### src/hw/rtl/wave_surface_displace_defines.svh
// Assertion macros for the wave surface block
`ifndef WAVE_SURFACE_DISPLACE_DEFINES_SVH
`define WAVE_SURFACE_DISPLACE_DEFINES_SVH
`ifndef SYNTHESIS
`define WSD_ASSERT_IMPL(lbl, ante, cons, msg) \
    lbl: assert property (@(posedge clk) disable iff (!rst_n) (ante) |-> (cons)) else $error(msg);
`define WSD_ASSERT_NEXT(lbl, ante, cons, msg) \
    lbl: assert property (@(posedge clk) disable iff (!rst_n) (ante) |=> (cons)) else $error(msg);
`else
`define WSD_ASSERT_IMPL(lbl, ante, cons, msg)
`define WSD_ASSERT_NEXT(lbl, ante, cons, msg)
`endif
`endif

### src/hw/rtl/wsd_pkg.sv
`timescale 1ns / 1ps
package wsd_pkg;
    localparam int MAX_WAVES    = 16;
    localparam int FRAC_BITS    = 16;
    localparam int IDX_W        = $clog2(MAX_WAVES);
    localparam int CNT_W        = $clog2(MAX_WAVES + 1);
    localparam int QUO_W        = 2 * FRAC_BITS + 1;
    localparam int CORDIC_STEPS = 24;
    localparam logic signed [33:0] CORDIC_GAIN = 34'sd652032874;

    typedef enum logic {
        CFG_WAVE_COUNT = 1'b0,
        CFG_TIME_NOW   = 1'b1
    } cfg_index_t;

    function automatic logic signed [31:0] sat32(input logic signed [65:0] v);
        logic signed [31:0] r;
        if (v > 66'sd2147483647)
            r = 32'sh7fffffff;
        else if (v < -66'sd2147483648)
            r = 32'sh80000000;
        else
            r = v[31:0];
        return r;
    endfunction

    function automatic logic [31:0] atan_turn(input logic [4:0] i);
        logic [31:0] r;
        case (i)
            5'd0:  r = 32'd536870912;
            5'd1:  r = 32'd316933406;
            5'd2:  r = 32'd167458907;
            5'd3:  r = 32'd85004756;
            5'd4:  r = 32'd42667331;
            5'd5:  r = 32'd21354465;
            5'd6:  r = 32'd10679838;
            5'd7:  r = 32'd5340245;
            5'd8:  r = 32'd2670163;
            5'd9:  r = 32'd1335087;
            5'd10: r = 32'd667544;
            5'd11: r = 32'd333772;
            5'd12: r = 32'd166886;
            5'd13: r = 32'd83443;
            5'd14: r = 32'd41722;
            5'd15: r = 32'd20861;
            5'd16: r = 32'd10430;
            5'd17: r = 32'd5215;
            5'd18: r = 32'd2608;
            5'd19: r = 32'd1304;
            5'd20: r = 32'd652;
            5'd21: r = 32'd326;
            5'd22: r = 32'd163;
            5'd23: r = 32'd81;
            default: r = 32'd0;
        endcase
        return r;
    endfunction
endpackage

### src/hw/rtl/wsd_cordic.sv
`timescale 1ns / 1ps
module wsd_cordic
    import wsd_pkg::*;
(
    input  logic                 clk,
    input  logic                 rst_n,
    input  logic                 start,
    input  logic [FRAC_BITS-1:0] phase,
    output logic                 done,
    output logic signed [31:0]   cos_val,
    output logic signed [31:0]   sin_val
);
    logic signed [33:0] x_reg, y_reg, z_reg;
    logic [4:0]         step_reg;
    logic               busy_reg;
    logic               flip_reg;
    logic [31:0]        ang;
    logic signed [33:0] z0, sx, sy, at, fx, fy;

    assign ang = {phase, {(32 - FRAC_BITS){1'b0}}};
    assign z0  = 34'(signed'(ang));
    assign sx  = x_reg >>> step_reg;
    assign sy  = y_reg >>> step_reg;
    assign at  = 34'(atan_turn(step_reg));
    assign fx  = flip_reg ? -x_reg : x_reg;
    assign fy  = flip_reg ? -y_reg : y_reg;

    always_ff @(posedge clk or negedge rst_n)
    begin
        if (!rst_n)
        begin
            busy_reg <= 1'b0;
            done     <= 1'b0;
            step_reg <= '0;
        end
        else
        begin
            done <= 1'b0;
            if (start)
            begin
                busy_reg <= 1'b1;
                step_reg <= '0;
            end
            else if (busy_reg)
            begin
                if (step_reg == 5'(CORDIC_STEPS))
                begin
                    busy_reg <= 1'b0;
                    done     <= 1'b1;
                end
                else
                    step_reg <= step_reg + 5'd1;
            end
        end
    end

    always_ff @(posedge clk)
    begin
        if (start)
        begin
            x_reg <= CORDIC_GAIN;
            y_reg <= '0;
            // fold into +-quarter turn, negate at the end
            if (z0 > 34'sd1073741824)
            begin
                z_reg    <= z0 - 34'sd2147483648;
                flip_reg <= 1'b1;
            end
            else if (z0 < -34'sd1073741824)
            begin
                z_reg    <= z0 + 34'sd2147483648;
                flip_reg <= 1'b1;
            end
            else
            begin
                z_reg    <= z0;
                flip_reg <= 1'b0;
            end
        end
        else if (busy_reg)
        begin
            if (step_reg == 5'(CORDIC_STEPS))
            begin
                cos_val <= sat32(66'(fx >>> (30 - FRAC_BITS)));
                sin_val <= sat32(66'(fy >>> (30 - FRAC_BITS)));
            end
            else if (!z_reg[33])
            begin
                x_reg <= x_reg - sy;
                y_reg <= y_reg + sx;
                z_reg <= z_reg - at;
            end
            else
            begin
                x_reg <= x_reg + sy;
                y_reg <= y_reg - sx;
                z_reg <= z_reg + at;
            end
        end
    end
endmodule

### config.mk
export PLATFORM = sky130hd
export DESIGN_NAME = wsd_cordic
export DESIGN_NICKNAME = d
export VERILOG_FILES = /design/src/hw/rtl/wave_surface_displace_defines.svh /design/src/hw/rtl/wsd_pkg.sv /design/src/hw/rtl/wsd_cordic.sv
export SDC_FILE = /design/constraint.sdc
export NUM_CORES = 1
export LEC_CHECK = 0
export ABC_AREA = 1
export BUFFER_PORTS_ARGS = -buffer_cell sky130_fd_sc_hd__buf_2
export CAP_MARGIN = 30
export CORE_MARGIN = 10
export CORE_UTILIZATION = 58
export DETAILED_ROUTE_END_ITERATION = 7
export PLACE_DENSITY = 0.79
export SLEW_MARGIN = 40
export SYNTH_ARGS = -nofsm -noshare
export SYNTH_HDL_FRONTEND = slang
export SYNTH_SLANG_ARGS = --single-unit
### constraint.sdc
create_clock -name clk -period 6.05 [get_ports clk]
set_input_delay 1.21 -clock clk [delete_from_list [all_inputs] [get_ports clk]]
set_output_delay 1.21 -clock clk [all_outputs]
set_load 0.05 [all_outputs]
==> results.yml <==
drt:
  vias: 19920
  avgRoutedWirePerCell_um: 17.41
  drt-pass1-iter-count: 8
  vias_per_cell: 5.896
  drt_iter0_drc: 1800
  drcViolationCount: 9
  routed_wl_mm: 58.84
  drt.antenna.violating_nets: 0
pwr:
  p_switching_mw: 6.935
  ir_drop_uv: 372.1
  clkPwrFrac: 0.088
  swShare: 0.5567
  p_per_area_nw_per_um2: 643.8
  combPwrFrac: 0.759
  power_leakage_nw: 9.867
  p_int_mw: 5.523
  pwr-share-seq: 0.153
worst_setup_path:
  start_kind: "flip-flop"
  crit_fanout: 64
  worst-r2r-cell-count: 31
  cpPeakStageDelay_ns: 0.53
  crit_required_ns: 6.46
  crit_path_frequent_cell: "nand2_1"
  r2r-start: "step_reg[0]$_DFFE_PN0P_"
  worstSetupPathType: "reg -> reg"
  cp-endpoint: "x_reg[27]$_SDFFE_PP0P_"
  startpoint: "step_reg[0]$_DFFE_PN0P_"
  r2r_slack_ns: 0.44
  r2r-end: "x_reg[27]$_SDFFE_PP0P_"
  critPathArrivalTime_ns: 6.03
  slowest_stage: "buf_4"
  critPathCaptureType: "flip-flop"
timing:
  finClkSkew_ns: 0.01295
  hold_violations: 0
  setup_violations: 0
  max_freq_ghz: 0.1782
  maxSlewHeadroom: 0.4705
  rsz0062_at_grt: "no"
  setup_slack_ns: 0.4372
  layout_min_cycle_time_ns: 5.613
  drv_slew: 0
  worst_slew_pin_slew_ns: 0.7942
  finalCritPeriodShare: 0.9277
  setup_tns_ns: 0
hold_path:
  hold-path-cell-count: 2
  hold_path_class: "reg -> reg"
  hp-start: "x_reg[3]$_SDFFE_PP1P_"
cts:
  cts_tree: "yes"
  clk-insertion-delay-late_ns: 0.47
  cts-root-buf: "clkbuf_16"
  h-tree-depth: 4
  path_clk_slew_ns: 0.07
  numCtsBuffers: 17
  numClockSinks: 152
  cts.path.max_buffers: 2
global_routing:
  grt_pass1_vias: 18430
  antenna_found_initial: 0
  grt_pass1_wl_mm: 93.58
  track_usage: 0.2952
  grt_max_degree: 86
  grt_overflow_total: 0
placement:
  dp_slack_ns: 0.3392
  place.gp.congestion: 0.9931
  port_buffers: 83
  dp_hpwl_mm: 44.43
synthesis:
  syn_nets: 3107
  synth-async-reset-ratio: 0.04605
  synthFlopType: "edfxtp_1"
  yosysWarnings: 0
  synth-edff-count: 77
  synth-seq-cells: 152
  ys_seq_area_frac: 0.2105
  synth_cell_types: 58
  netlist_instances: 2974
  syn-cell-area_um2: 18290
  synth_area_per_cell_um2: 6.148
finish:
  diodes: 0
  layout-drive-gt1-share: 0.07208
  syn_to_final_growth_pct: 5.837
  nets: 3103
  post-route-util: 0.6277
floorplan:
  num_io_pins: 84
  fp.coreArea_um2: 30830
  start_util: 0.5931
  fp.dieW_um: 197.6
  die_area_um2: 39030
  num_rows: 64
  die_h_um: 197.6
run_status:
  status: "finished, violations left"
  violations: "design-rule violations"
run:
  cap_violations: 0
==> critical path: cells and delay by family (launching register included) <==
kind / cells / cell delay (ns)
and+or+nand+nor: 18 / 2.09
AOI/OAI and AO/OA: 5 / 1.36
buffers and inverters: 5 / 0.90
adders and majority gates: 2 / 0.55
DFF: 1 / 0.43
xor gates and xnor gates: 1 / 0.18
==> worst min-delay path by stage <==
| stage | to | slack (ns) |
|---|---|---|
| 3_5_place_dp | x_reg[12]$_SDFFE_PP1P_ | 0.56 |
| 2_1_floorplan | done$_DFF_PN0_ | 0.50 |
| 4_1_cts | x_reg[12]$_SDFFE_PP1P_ | 0.58 |
| 6_report | x_reg[3]$_SDFFE_PP1P_ | 0.58 |
| 5_1_grt | done$_DFF_PN0_ | 0.61 |
| 3_3_place_gp | x_reg[3]$_SDFFE_PP1P_ | 0.55 |
==> through the flow <==
| step | hold WS [ns] | cell area, µm² | std cells | total power, mW |
|---|---|---|---|---|
| floorplan | 0.5047 | 18290 | 2974 | 8.985 |
| global placement | 0.5542 | 18750 | 3347 | 10.88 |
| detailed placement | 0.5643 | 18750 | 3347 | 11.07 |
| CTS | 0.5816 | 19330 | 3379 | 12.26 |
| global route | 0.6119 | 19350 | 3379 | 13.74 |
| finish | 0.5761 | 19350 | 3379 | 12.46 |
==> synthesized netlist by cell type, drive strengths merged (28+ instances only) <==
master | n | area share
a21oi | 194 | 0.054
xor2 | 117 | 0.056
nand2 | 821 | 0.17
ha | 111 | 0.076
clkbuf | 44 | 0.0090
dfxtp | 68 | 0.074
buf | 92 | 0.030
xnor2 | 48 | 0.023
inv | 316 | 0.065
edfxtp | 77 | 0.13
o21ai | 180 | 0.050
nand3 | 404 | 0.11
nor3 | 28 | 0.0085
nor2 | 287 | 0.062
==> metal layers <==
| metal | vias up | share of wire | routed length, µm | global-route usage |
|---|---|---|---|---|
| met1 | 9138 | 0.42 | 24800 | 0.3652 |
| met4 | 0 | 0.037 | 2181 | 0.1284 |
| met2 | 812 | 0.47 | 27770 | 0.5012 |
| met5 | - | 0 | 0 | 0 |
| met3 | 137 | 0.069 | 4086 | 0.04276 |
| li1 | 9834 | - | - | - |
==> layout make-up <==
type	count	area, µm²
Clock buffer	21	471.7
Multi-Input combinational cell	2368	12550
Timing Repair Buffer	113	673.1
Clock inverter	11	110.1
Fill cell	3032	11480
Inverter	318	1199
Tap cell	396	495.5
Sequential cell	152	3852
==> kinds of logic after synthesis <==
group / Yosys count / synth area share
flops: 152 / 0.2105
xor+xnor: 165 / 0.07903
simple gates: 1600 / 0.3755
buf+inv: 454 / 0.1050
fa+ha+maj: 114 / 0.07924
compound gates: 489 / 0.1507
==> power by group through the flow <==
stage	clock network [mW]	logic, mW	registers, mW
2_1_floorplan	0	7.26	1.73
3_3_place_gp	0	8.97	1.91
3_5_place_dp	0	9.15	1.91
4_1_cts	1.11	9.25	1.89
5_1_grt	1.15	10.7	1.93
6_report	1.10	9.45	1.90
==> placed cells by master (no fill, tap or decap), types with 77 or more instances in the layout <==
cell type / count
nand3_1: 397
nor2_1: 271
o21ai_0: 167
inv_1: 307
nand2_1: 814
ha_1: 111
xor2_1: 117
a21oi_1: 192
edfxtp_1: 77
buf_2: 83
==> repair_timing <==
action / 4_1_cts / 5_1_grt
setup buffers: 0 / 0
gates resized for setup: 0 / 5
endpoints found under the setup margin: 0 / 8
hold buffers: 0 / 0
Note: power is estimated with default switching activity, not from simulation.
