`config.mk`:
```
export PLATFORM = sky130hd
export DESIGN_NAME = wsd_div
export DESIGN_NICKNAME = d
export VERILOG_FILES = /design/src/hw/rtl/wave_surface_displace_defines.svh /design/src/hw/rtl/wsd_pkg.sv /design/src/hw/rtl/wsd_div.sv
export SDC_FILE = /design/constraint.sdc
export NUM_CORES = 1
export LEC_CHECK = 0
export BUFFER_PORTS_ARGS = -buffer_cell sky130_fd_sc_hd__buf_2
export CAP_MARGIN = 10
export CORE_MARGIN = 1.5
export CORE_UTILIZATION = 54
export CTS_BUF_LIST = sky130_fd_sc_hd__clkbuf_2
export CTS_CLUSTER_DIAMETER = 50
export CTS_CLUSTER_SIZE = 30
export DETAILED_ROUTE_END_ITERATION = 8
export PLACE_DENSITY = 0.85
export SETUP_SLACK_MARGIN = 0.2
export SYNTH_ARGS = -nofsm -noshare
export SYNTH_HDL_FRONTEND = slang
export SYNTH_SLANG_ARGS = --single-unit
```
`constraint.sdc`:
```
create_clock -name clk -period 3.1 [get_ports clk]
set_input_delay 0.155 -clock clk [delete_from_list [all_inputs] [get_ports clk]]
set_output_delay 0.155 -clock clk [all_outputs]
set_load 0.05 [all_outputs]
```
`src/hw/rtl/wave_surface_displace_defines.svh`:
```
// Assertion macros for the wave surface block
`ifndef WAVE_SURFACE_DISPLACE_DEFINES_SVH
`define WAVE_SURFACE_DISPLACE_DEFINES_SVH
`ifndef SYNTHESIS
`define WSD_ASSERT_IMPL(lbl, ante, cons, msg) \
    lbl: assert property (@(posedge clk) disable iff (!rst_n) (ante) |-> (cons)) else $error(msg);
`define WSD_ASSERT_NEXT(lbl, ante, cons, msg) \
    lbl: assert property (@(posedge clk) disable iff (!rst_n) (ante) |=> (cons)) else $error(msg);
`else
`define WSD_ASSERT_IMPL(lbl, ante, cons, msg)
`define WSD_ASSERT_NEXT(lbl, ante, cons, msg)
`endif
`endif

```
`src/hw/rtl/wsd_pkg.sv`:
```
`timescale 1ns / 1ps
package wsd_pkg;
    localparam int MAX_WAVES    = 16;
    localparam int FRAC_BITS    = 16;
    localparam int IDX_W        = $clog2(MAX_WAVES);
    localparam int CNT_W        = $clog2(MAX_WAVES + 1);
    localparam int QUO_W        = 2 * FRAC_BITS + 1;
    localparam int CORDIC_STEPS = 24;
    localparam logic signed [33:0] CORDIC_GAIN = 34'sd652032874;

    typedef enum logic {
        CFG_WAVE_COUNT = 1'b0,
        CFG_TIME_NOW   = 1'b1
    } cfg_index_t;

    function automatic logic signed [31:0] sat32(input logic signed [65:0] v);
        logic signed [31:0] r;
        if (v > 66'sd2147483647)
            r = 32'sh7fffffff;
        else if (v < -66'sd2147483648)
            r = 32'sh80000000;
        else
            r = v[31:0];
        return r;
    endfunction

    function automatic logic [31:0] atan_turn(input logic [4:0] i);
        logic [31:0] r;
        case (i)
            5'd0:  r = 32'd536870912;
            5'd1:  r = 32'd316933406;
            5'd2:  r = 32'd167458907;
            5'd3:  r = 32'd85004756;
            5'd4:  r = 32'd42667331;
            5'd5:  r = 32'd21354465;
            5'd6:  r = 32'd10679838;
            5'd7:  r = 32'd5340245;
            5'd8:  r = 32'd2670163;
            5'd9:  r = 32'd1335087;
            5'd10: r = 32'd667544;
            5'd11: r = 32'd333772;
            5'd12: r = 32'd166886;
            5'd13: r = 32'd83443;
            5'd14: r = 32'd41722;
            5'd15: r = 32'd20861;
            5'd16: r = 32'd10430;
            5'd17: r = 32'd5215;
            5'd18: r = 32'd2608;
            5'd19: r = 32'd1304;
            5'd20: r = 32'd652;
            5'd21: r = 32'd326;
            5'd22: r = 32'd163;
            5'd23: r = 32'd81;
            default: r = 32'd0;
        endcase
        return r;
    endfunction
endpackage

```
`src/hw/rtl/wsd_div.sv`:
```
`timescale 1ns / 1ps
module wsd_div
    import wsd_pkg::*;
(
    input  logic             clk,
    input  logic             rst_n,
    input  logic             start,
    input  logic [31:0]      mag,
    output logic             done,
    output logic [QUO_W-1:0] quo
);
    logic [31:0]      rem_reg;
    logic [5:0]       cnt_reg;
    logic             busy_reg;
    logic [QUO_W-1:0] quo_reg;
    logic [31:0]      mag_reg;
    logic [32:0]      rs;
    logic             ge;

    // restoring division of 2^(2*FRAC_BITS), one quotient bit per cycle
    assign rs = {rem_reg, (cnt_reg == 6'(2 * FRAC_BITS))};
    assign ge = rs >= {1'b0, mag_reg};
    assign quo = quo_reg;

    always_ff @(posedge clk or negedge rst_n)
    begin
        if (!rst_n)
        begin
            busy_reg <= 1'b0;
            done     <= 1'b0;
            cnt_reg  <= '0;
        end
        else
        begin
            done <= 1'b0;
            if (start)
            begin
                busy_reg <= 1'b1;
                cnt_reg  <= 6'(2 * FRAC_BITS);
            end
            else if (busy_reg)
            begin
                cnt_reg <= cnt_reg - 6'd1;
                if (cnt_reg == 6'd0)
                begin
                    busy_reg <= 1'b0;
                    done     <= 1'b1;
                end
            end
        end
    end

    always_ff @(posedge clk)
    begin
        if (start)
        begin
            rem_reg <= '0;
            mag_reg <= mag;
        end
        else if (busy_reg)
        begin
            rem_reg <= ge ? 32'(rs - {1'b0, mag_reg}) : rs[31:0];
            quo_reg <= {quo_reg[QUO_W-2:0], ge};
        end
    end
endmodule

```
==> results of run 1 <==
==> stage by stage <==
| step | hold WS [ns] | power [uW] | cells |
|---|---|---|---|
| final | 0.143 | 4450 | 800 |
| after global routing | 0.110 | 4700 | 800 |
| after CTS | 0.123 | 4220 | 787 |
| after detailed placement | 0.00640 | 3440 | 720 |
| after global placement | 0.00504 | 3370 | 720 |
| after floorplan | -0.141 | 3070 | 525 |
==> layout make-up <==
type	instances	area, um2
Multi-Input combinational cell	362	2800
Inverter	37	139
Timing Repair Buffer	146	1110
Antenna cell	1	2.50
Sequential cell	105	2800
Fill cell	702	2710
Tap cell	133	166
Clock buffer	9	45.0
Clock inverter	7	60.1
==> timing repair <==
| item | in CTS | in global routing |
|---|---|---|
| setup buffers | 15 | 11 |
| hold endpoints to repair | 47 | 0 |
| pin swaps | 31 | 41 |
| endpoints found under the setup margin | 32 | 33 |
| resized for setup | 34 | 63 |
| hold buffers | 35 | 0 |
| gates cloned | 1 | 1 |
==> how the worst min path moves through the flow <==
stage,start,cells past startpoint,to
2_1_floorplan,rst_n,0,busy_reg$_DFF_PN0_
3_3_place_gp,rst_n,1,done$_DFF_PN0_
3_5_place_dp,rst_n,1,cnt_reg[3]$_DFFE_PN0P_
4_1_cts,mag[6],2,mag_reg[6]$_DFFE_PP_
5_1_grt,mag[6],2,mag_reg[6]$_DFFE_PP_
6_report,mag[6],2,mag_reg[6]$_DFFE_PP_
==> kinds of logic after synthesis <==
kind of cell / after synthesis / synth area share
AOI/OAI and AO/OA: 132 / 0.159
xor gates and xnor gates: 31 / 0.0496
adders and majority gates: 34 / 0.0791
buffers and inverters: 58 / 0.0416
DFF: 105 / 0.510
muxes: 21 / 0.0391
and+or+nand+nor: 144 / 0.121
==> where the power goes <==
group	switching [uW]	internal (uW)
combinational	1130	780
sequential	190	1730
clock	496	124
==> metal layers <==
layer,global-route usage,vias to the layer above
li1,-,2166
met1,0.305,2214
met2,0.389,229
met3,0.0503,64
met4,0.0942,0
met5,0,-
==> layout by cell type, fill, tap and decap left out, drive strengths merged, types with 3 or more instances in the layout <==
cell         netlist  final
a211oi            26     26
a21o              13     13
a21oi             32     32
a31oi              8      8
and2               3      3
and3               7      7
buf                6    110
clkbuf            15     10
dfrtp              8      8
dfxtp             32     32
dlygate4sd3        0     35
edfxtp            65     65
ha                33     33
inv               37     42
mux2               3      3
mux2i             18     18
nand2             43     43
nand2b             3      3
nand3              9      9
nand4              3      3
nor2              50     50
nor3               9      9
nor3b              4      4
nor4               3      3
o21a               3      3
o21ai             27     27
o21bai             4      4
xnor2             13     13
xor2              18     18
==> flow_metrics.env, run 1 <==
export IMPL_wl_met1_mm=5.65
export IMPL_syn_num_nets=594
export IMPL_synthTopCellsByArea="edfxtp_1 (36%), dfxtp_1 (12%), ha_1 (7.5%), dfrtp_1 (3.7%), a211oi_1 (3.6%)"
export IMPL_die_w_um=104
export IMPL_syn_inst=525
export IMPL_arrival_ns=3.78
export IMPL_core_um2=9820
export IMPL_min_period_ns=3.22
export IMPL_first_global_vias=4306
export IMPL_final_area_um2=7110
export IMPL_critPathSlowestCell="dfrtp_1"
export IMPL_yosysTopAreaCell="edfxtp_1"
export IMPL_crit_path_max_fanout=4
export IMPL_synth_cell_types=56
export IMPL_tightest_slew_ns=0.739
export IMPL_rsz0062_at_grt="yes"
export IMPL_status="complete, but fails checks"
export IMPL_setup_tns_ns=-0.844
export IMPL_largest_reg_flops=33
export IMPL_h_tree_depth=3
export IMPL_p_leak_uw=0.00300
export IMPL_yosys_cell_count_top_type="edfxtp_1"
export IMPL_gp_congestion=0.909
export IMPL_syn_to_final_growth_pct=30.0
export IMPL_grt_overflow=0
export IMPL_drive_above_1_share=0.299
export IMPL_wl_met2_mm=6.76
export IMPL_skew_ns=0.0611
export IMPL_start_util=0.557
export IMPL_synth_commonest_cells="edfxtp_1 (65), nor2_1 (50), nand2_1 (43), inv_1 (37), ha_1 (33)"
export IMPL_placed_area_um2=6020
export IMPL_synthesis_area_um2=5470
export IMPL_ff2ff_setup_slack_ns=-0.12
export IMPL_dr_max_layer_used="met4"
export IMPL_clockRootBuffer="clkbuf_2"
export IMPL_crit_path_frequent_cell="ha_2"
export IMPL_synth_top_area_frac=0.357
export IMPL_grt_antenna_before_repair=1
export IMPL_crit_end="rem_reg[30]$_SDFFE_PP0P_"
export IMPL_ant_nets=0
export IMPL_io_pins=69
export IMPL_synthArstFlopShare=0.0762
export IMPL_first_pass_iters=6
export IMPL_drc=0
export IMPL_cts_buffers=9
export IMPL_wl_per_cell_um=17.1
export IMPL_synth_warnings=0
export IMPL_r2r_start="cnt_reg[0]$_DFFE_PN0P_"
export IMPL_end_kind="flop"
export IMPL_fin_util=0.724
export IMPL_rr_endpoint="rem_reg[30]$_SDFFE_PP0P_"
export IMPL_drt_iter0_markers=392
export IMPL_crit_buf_inv=2
export IMPL_p_per_area_nw_per_um2=626
export IMPL_ir_worst_vdd_v=0.000381
export IMPL_clock_sinks=105
export IMPL_wl_met3_um=789
export IMPL_drv_cap=0
export IMPL_wirelength_mm=13.7
export IMPL_final_nets=730
export IMPL_dieArea_um2=10700
export IMPL_timing_final_crit_share=1.04
export IMPL_grt_total_usage=0.236
export IMPL_path_class="flop to flop"
export IMPL_cp_top_family="compound AO/OA/AOI/OAI gates"
export IMPL_slew_violations=0
export IMPL_cp_cell_sequence="inv_1, ha_2, nand4b_1, ha_2, nor2b_2, o2111a_2, o2111ai_4, a31oi_4, o21ai_2, o31ai_4, buf_4, mux2_2, mux2i_2, a311oi_2"
export IMPL_hp_class="primary input to flop"
export IMPL_reg2regPathDepth=14
export IMPL_grt_max_degree=40
export IMPL_slew_headroom=0.507
export IMPL_numPortBuffers=68
export IMPL_synth_seq_cells=105
export IMPL_critPathLaunch="cnt_reg[0]$_DFFE_PN0P_"
export IMPL_place_worst_setup_slack_ns=-0.0658
export IMPL_setup_viol=12
export IMPL_dp_hpwl_mm=8.46
export IMPL_violations="setup timing"
export IMPL_tritoncts="yes"
export IMPL_ys_seq_area_frac=0.510
export IMPL_cts_reportedPaths_clkPinSlew_ns=0.33
export IMPL_vias=4673
export IMPL_worst_skew_pair_late_latency_ns=0.68
export IMPL_critPathMaxStageDelay_ns=0.45
export IMPL_synth_edf_count=65
export IMPL_final_hold_viol_count=0
export IMPL_crit_cells=14
export IMPL_synthFlopType="edfxtp_1"
export IMPL_vias_per_cell=5.84
export IMPL_fmax_ghz=0.310
export IMPL_num_rows=36
export IMPL_clk_path_buf_depth=2
export IMPL_grt_pass1_wl_mm=20.4
export IMPL_avgSynthCellArea_um2=10.4
export IMPL_die_h_um=104
export IMPL_worstPathRequired_ns=3.65
export IMPL_setup_ws_ns=-0.125
export IMPL_start_kind="flop"
No activity file was read; power rests on OpenSTA's default activity.
==> run 2, diff against run 1 <==
Settings changed: ABC_CLOCK_PERIOD_IN_PS set to 3100, BUFFER_PORTS_ARGS -buffer_cell sky130_fd_sc_hd__buf_2 to not set, CORE_UTILIZATION 54 to 60, DONT_BUFFER_PORTS set to 1, PLACE_DENSITY 0.85 to 0.89.
==> run 2 against run 1 <==
  * The flow still finishes with violations (setup timing)
  * First-iteration DRC count up 24%
  * Utilization up 4.2 points
  * Clock-buffer cell count up 1
  * Critical endpoint unchanged
==> flow_metrics.env, run 2 (same netlist as run 1, synthesis figures left out) <==
export IMPL_fmax_ghz=0.311
export IMPL_grt_total_usage=0.262
export IMPL_drt_iter0_markers=488
export IMPL_drive_above_1_share=0.167
export IMPL_p_per_area_nw_per_um2=655
export IMPL_rsz0062_at_grt="yes"
export IMPL_clockRootBuffer="clkbuf_2"
export IMPL_final_common_cell="edfxtp_1"
export IMPL_clock_sinks=105
export IMPL_h_tree_depth=3
export IMPL_dieArea_um2=9700
export IMPL_num_rows=34
export IMPL_final_nets=667
export IMPL_drv_cap=0
export IMPL_core_um2=8760
export IMPL_grt_max_degree=58
export IMPL_vias=4613
export IMPL_die_w_um=98.5
export IMPL_violations="setup timing"
export IMPL_crit_path_frequent_cell="ha_2"
export IMPL_dp_hpwl_mm=7.60
export IMPL_fin_util=0.767
export IMPL_min_period_ns=3.21
export IMPL_worstPathRequired_ns=3.63
export IMPL_arrival_ns=3.74
export IMPL_drc=0
export IMPL_placed_area_um2=5630
export IMPL_cts_buffers=9
export IMPL_start_kind="flop"
export IMPL_setup_viol=4
export IMPL_p_leak_uw=0.00275
export IMPL_timing_final_crit_share=1.04
export IMPL_first_global_vias=4287
export IMPL_start_util=0.625
export IMPL_place_worst_setup_slack_ns=-0.00328
export IMPL_grt_pass1_wl_mm=20.3
export IMPL_critPathSlowestCell="dfrtp_1"
export IMPL_vias_per_cell=6.49
export IMPL_grt_overflow=0
export IMPL_final_area_um2=6720
export IMPL_first_pass_iters=6
export IMPL_gp_congestion=0.997
export IMPL_total_power_uw=4400
export IMPL_ir_worst_vdd_v=0.000310
export IMPL_instances_no_fill=711
export IMPL_layout_common_cells="edfxtp_1 (65), nor2_1 (48), dlygate4sd3_1 (45), nand2_1 (42), inv_1 (36)"
export IMPL_numPortBuffers=0
export IMPL_place_inst=622
export IMPL_wirelength_mm=14.5
export IMPL_diodes=0
export IMPL_skew_ns=0.0415
export IMPL_crit_path_max_fanout=4
export IMPL_slew_violations=0
export IMPL_wl_per_cell_um=20.3
export IMPL_ant_nets=0
export IMPL_n_fill_cell=508
export IMPL_io_pins=69
export IMPL_critPathMaxStageDelay_ns=0.47
export IMPL_cp_cell_sequence="inv_1, ha_2, nand4b_1, ha_2, nor2b_2, o2111a_1, o2111ai_2, a31oi_4, o21ai_2, o31ai_4, buf_4, mux2_4, mux2i_4, a311oi_2"
export IMPL_end_kind="flop"
export IMPL_worst_skew_pair_late_latency_ns=0.63
export IMPL_clk_path_buf_depth=2
export IMPL_hp_class="primary input to flop"
export IMPL_status="complete, but fails checks"
export IMPL_final_hold_viol_count=0
export IMPL_cts_reportedPaths_clkPinSlew_ns=0.31
export IMPL_grt_antenna_before_repair=0
export IMPL_die_h_um=98.5
export IMPL_syn_to_final_growth_pct=22.8
export IMPL_setup_ws_ns=-0.111
export IMPL_slew_headroom=0.356
export IMPL_tritoncts="yes"
export IMPL_largest_reg_flops=33
export IMPL_path_class="flop to flop"
export IMPL_tightest_slew_ns=0.964
-- run 2: changes by cell type in the layout (fill, tap and decap cells not counted), sizes merged --
cell,change
clkbuf,+2
buf,-74
inv,-3
dlygate4sd3,+10
clkinvlp,+2
diode,-1
-- run 2: final cells by class --
cell class                 count  area [um2]  share of cell area
sequential                   105        2790               0.416
clock buffer                  10        50.0             0.00745
clock inverter                 6        51.3             0.00764
multi-input combinational    362        2700               0.402
inverter                      37         139              0.0207
timing repair buffer          83         846               0.126
tap                          108         135              0.0201
-- run 2: worst paths after layout --
kind	from	to	slack, ns	cells after the start
worst max-delay path	cnt_reg[1]$_DFFE_PN0P_	rem_reg[30]$_SDFFE_PP0P_	-0.11	14
worst min-delay path	start	cnt_reg[0]$_DFFE_PN0P_	0.1	2
worst max register to register	cnt_reg[1]$_DFFE_PN0P_	rem_reg[30]$_SDFFE_PP0P_	-0.11	14
worst min register to register	rem_reg[8]$_SDFFE_PP0P_	rem_reg[8]$_SDFFE_PP0P_	0.53	2
max in group asynchronous	rst_n	cnt_reg[5]$_DFFE_PN0P_	2.44	2
min in group asynchronous	rst_n	cnt_reg[0]$_DFFE_PN0P_	0.35	2
-- run 2: through the flow --
step,TNS [ns],hold slack [ns]
2_1_floorplan,0,-0.141
3_3_place_gp,0,-0.140
3_5_place_dp,-0.00328,-0.140
4_1_cts,0,0.121
5_1_grt,-3.23,0.0802
6_report,-0.148,0.0984
-- run 2: routing by layer --
layer,vias to the layer above,global-route usage,wire length (um),part of all wire
met1,2150,0.315,5450,0.38
li1,2054,-,-,-
met4,0,0.119,734,0.051
met2,311,0.452,7090,0.49
met3,98,0.0553,1190,0.082
met5,-,0,0,0
-- run 2: worst max-delay path: cells and delay by family, from the launching register on --
kind,cells,cell delay (ns)
and+or+nand+nor,2,0.30
AOI/OAI and AO/OA,6,1.19
adders and majority gates,2,0.39
buffers and inverters,2,0.25
DFF,1,0.47
muxes,2,0.53
-- run 2: power breakdown --
part / switching [uW] / total [uW] / internal [uW]
sequential: 426 / 2160 / 1730
combinational: 887 / 1630 / 740
clock: 492 / 611 / 119
-- run 2: what timing repair did --
action,in CTS,in global routing
setup endpoints to repair,31,33
gates resized for setup,18,44
hold endpoints to repair,145,0
pin swaps,22,27
gates cloned,0,2
hold buffers,47,0
buffers inserted,7,17
==> run 3, diff against run 2 <==
Settings changed: SKIP_CTS_REPAIR_TIMING set to 1.
==> run 3 against run 2 <==
  * The run ends with hold timing, setup timing left
  * Utilization down 3.3 points
  * Worst setup slack better by 0.11 ns
  * Global-route usage down 3.7 points
  * Sequential cell count unchanged
  * Clock power down 1%
  * Non-clock buffer count down 17
  * Critical endpoint is now rem_reg[20]$_SDFFE_PP0P_
  * Highest routed layer unchanged
==> flow_metrics.env, run 3 (same netlist as run 1, synthesis figures left out) <==
export IMPL_rsz0062_at_grt="yes"
export IMPL_io_pins=69
export IMPL_start_util=0.625
export IMPL_grt_overflow=0
export IMPL_first_global_vias=3820
export IMPL_largest_reg_flops=33
export IMPL_layout_common_cells="edfxtp_1 (65), nor2_1 (49), dlygate4sd3_1 (42), nand2_1 (41), inv_1 (36)"
export IMPL_place_inst=622
export IMPL_die_h_um=98.5
export IMPL_worst_skew_pair_late_latency_ns=0.62
export IMPL_num_rows=34
export IMPL_fmax_ghz=0.322
export IMPL_violations="hold timing, setup timing"
export IMPL_fin_util=0.734
export IMPL_p_per_area_nw_per_um2=651
export IMPL_drv_cap=0
export IMPL_slew_violations=0
export IMPL_clock_sinks=105
export IMPL_ant_nets=0
export IMPL_dieArea_um2=9700
export IMPL_min_period_ns=3.10
export IMPL_cts_reportedPaths_clkPinSlew_ns=0.30
export IMPL_slew_headroom=0.326
export IMPL_setup_ws_ns=-0.00149
export IMPL_final_hold_viol_count=75
export IMPL_total_power_uw=4190
export IMPL_vias=4329
export IMPL_critPathMaxStageDelay_ns=0.43
export IMPL_h_tree_depth=3
export IMPL_final_common_cell="edfxtp_1"
export IMPL_end_kind="flop"
export IMPL_core_um2=8760
export IMPL_vias_per_cell=6.24
export IMPL_cts_buffers=9
export IMPL_start_kind="flop"
export IMPL_numPortBuffers=0
export IMPL_syn_to_final_growth_pct=17.5
export IMPL_critPathSlowestCell="dfrtp_1"
export IMPL_diodes=0
export IMPL_timing_final_crit_share=1.00
export IMPL_grt_max_degree=75
export IMPL_crit_path_max_fanout=3
export IMPL_status="complete, but fails checks"
export IMPL_gp_congestion=0.997
export IMPL_drc=0
export IMPL_skew_ns=0.0601
export IMPL_drt_iter0_markers=391
export IMPL_drive_above_1_share=0.137
export IMPL_instances_no_fill=694
export IMPL_first_pass_iters=5
export IMPL_grt_total_usage=0.225
export IMPL_hp_class="primary input to flop"
export IMPL_wl_per_cell_um=18.0
export IMPL_wirelength_mm=12.5
export IMPL_clk_path_buf_depth=2
export IMPL_clockRootBuffer="clkbuf_2"
export IMPL_multi_input_area_um2=2620
export IMPL_arrival_ns=3.60
export IMPL_ir_worst_vdd_v=0.000304
export IMPL_final_nets=650
export IMPL_n_fill_cell=574
export IMPL_path_class="flop to flop"
export IMPL_fin_hold_ws_ns=-0.401
export IMPL_die_w_um=98.5
export IMPL_dp_hpwl_mm=7.60
export IMPL_p_leak_uw=0.00264
export IMPL_ff_latch_area_um2=2790
export IMPL_worstPathRequired_ns=3.60
export IMPL_setup_viol=1
export IMPL_grt_pass1_wl_mm=17.8
export IMPL_tightest_slew_ns=1.01
export IMPL_cp_top_family="compound AO/OA/AOI/OAI gates"
export IMPL_setup_tns_ns=-0.00149
export IMPL_grt_antenna_before_repair=0
export IMPL_cp_cell_sequence="inv_1, ha_2, nand4b_1, ha_2, inv_2, fa_2, a21oi_2, o21ai_2, a21boi_2, o21ai_2, buf_4, a21o_1, a21o_1, xor2_1, mux2i_1, a211oi_1"
export IMPL_crit_buf_inv=3
export IMPL_tritoncts="yes"
## run 3: area by class of cell
type,count,area share
Tap cell,108,0.0210
Inverter,37,0.0216
Sequential cell,105,0.435
Clock buffer,10,0.00779
Timing Repair Buffer,66,0.100
Clock inverter,6,0.00798
Multi-Input combinational cell,362,0.407
## run 3: final timing paths
check | startpoint | slack [ns] | cells past startpoint | endpoint
min in group asynchronous | rst_n | 0.38 | 2 | cnt_reg[0]$_DFFE_PN0P_
worst min-delay path | start | -0.40 | 1 | rem_reg[11]$_SDFFE_PP0P_
worst max-delay path | cnt_reg[0]$_DFFE_PN0P_ | -0.001 | 16 | rem_reg[20]$_SDFFE_PP0P_
worst max register to register | cnt_reg[0]$_DFFE_PN0P_ | -0.001 | 16 | rem_reg[20]$_SDFFE_PP0P_
max in group asynchronous | rst_n | 2.42 | 2 | busy_reg$_DFF_PN0_
worst min register to register | rem_reg[8]$_SDFFE_PP0P_ | 0.52 | 2 | rem_reg[8]$_SDFFE_PP0P_
## run 3: worst reg2reg max path, stage by stage (launching register included)
cell	delay [ns]
dfrtp_1	0.43
inv_1	0.05
ha_2	0.18
nand4b_1	0.14
ha_2	0.20
inv_2	0.04
fa_2	0.37
a21oi_2	0.19
o21ai_2	0.09
a21boi_2	0.22
o21ai_2	0.09
buf_4	0.16
a21o_1	0.17
a21o_1	0.20
xor2_1	0.16
mux2i_1	0.10
a211oi_1	0.21
## run 3: report_power, final
group          switching, uW  total (uW)  internal (uW)
combinational            787        1430            648
sequential               414        2150           1730
clock                    484         603            119
## run 3: routing by layer
metal | global-route usage | wire length, um | vias to the layer above
met5 | 0 | 0 | -
met4 | 0.0791 | 470 | 0
met3 | 0.0546 | 718 | 54
met2 | 0.372 | 6160 | 181
met1 | 0.290 | 5140 | 2075
li1 | - | - | 2019
## run 3: metrics by stage
stage / cell area [um2] / setup WS (ns)
after detailed placement: 5630 / -0.00328
after global placement: 5630 / 0.0937
after floorplan: 5490 / 0.224
after global routing: 6430 / -0.155
final: 6430 / -0.00149
after CTS: 5730 / -0.0476
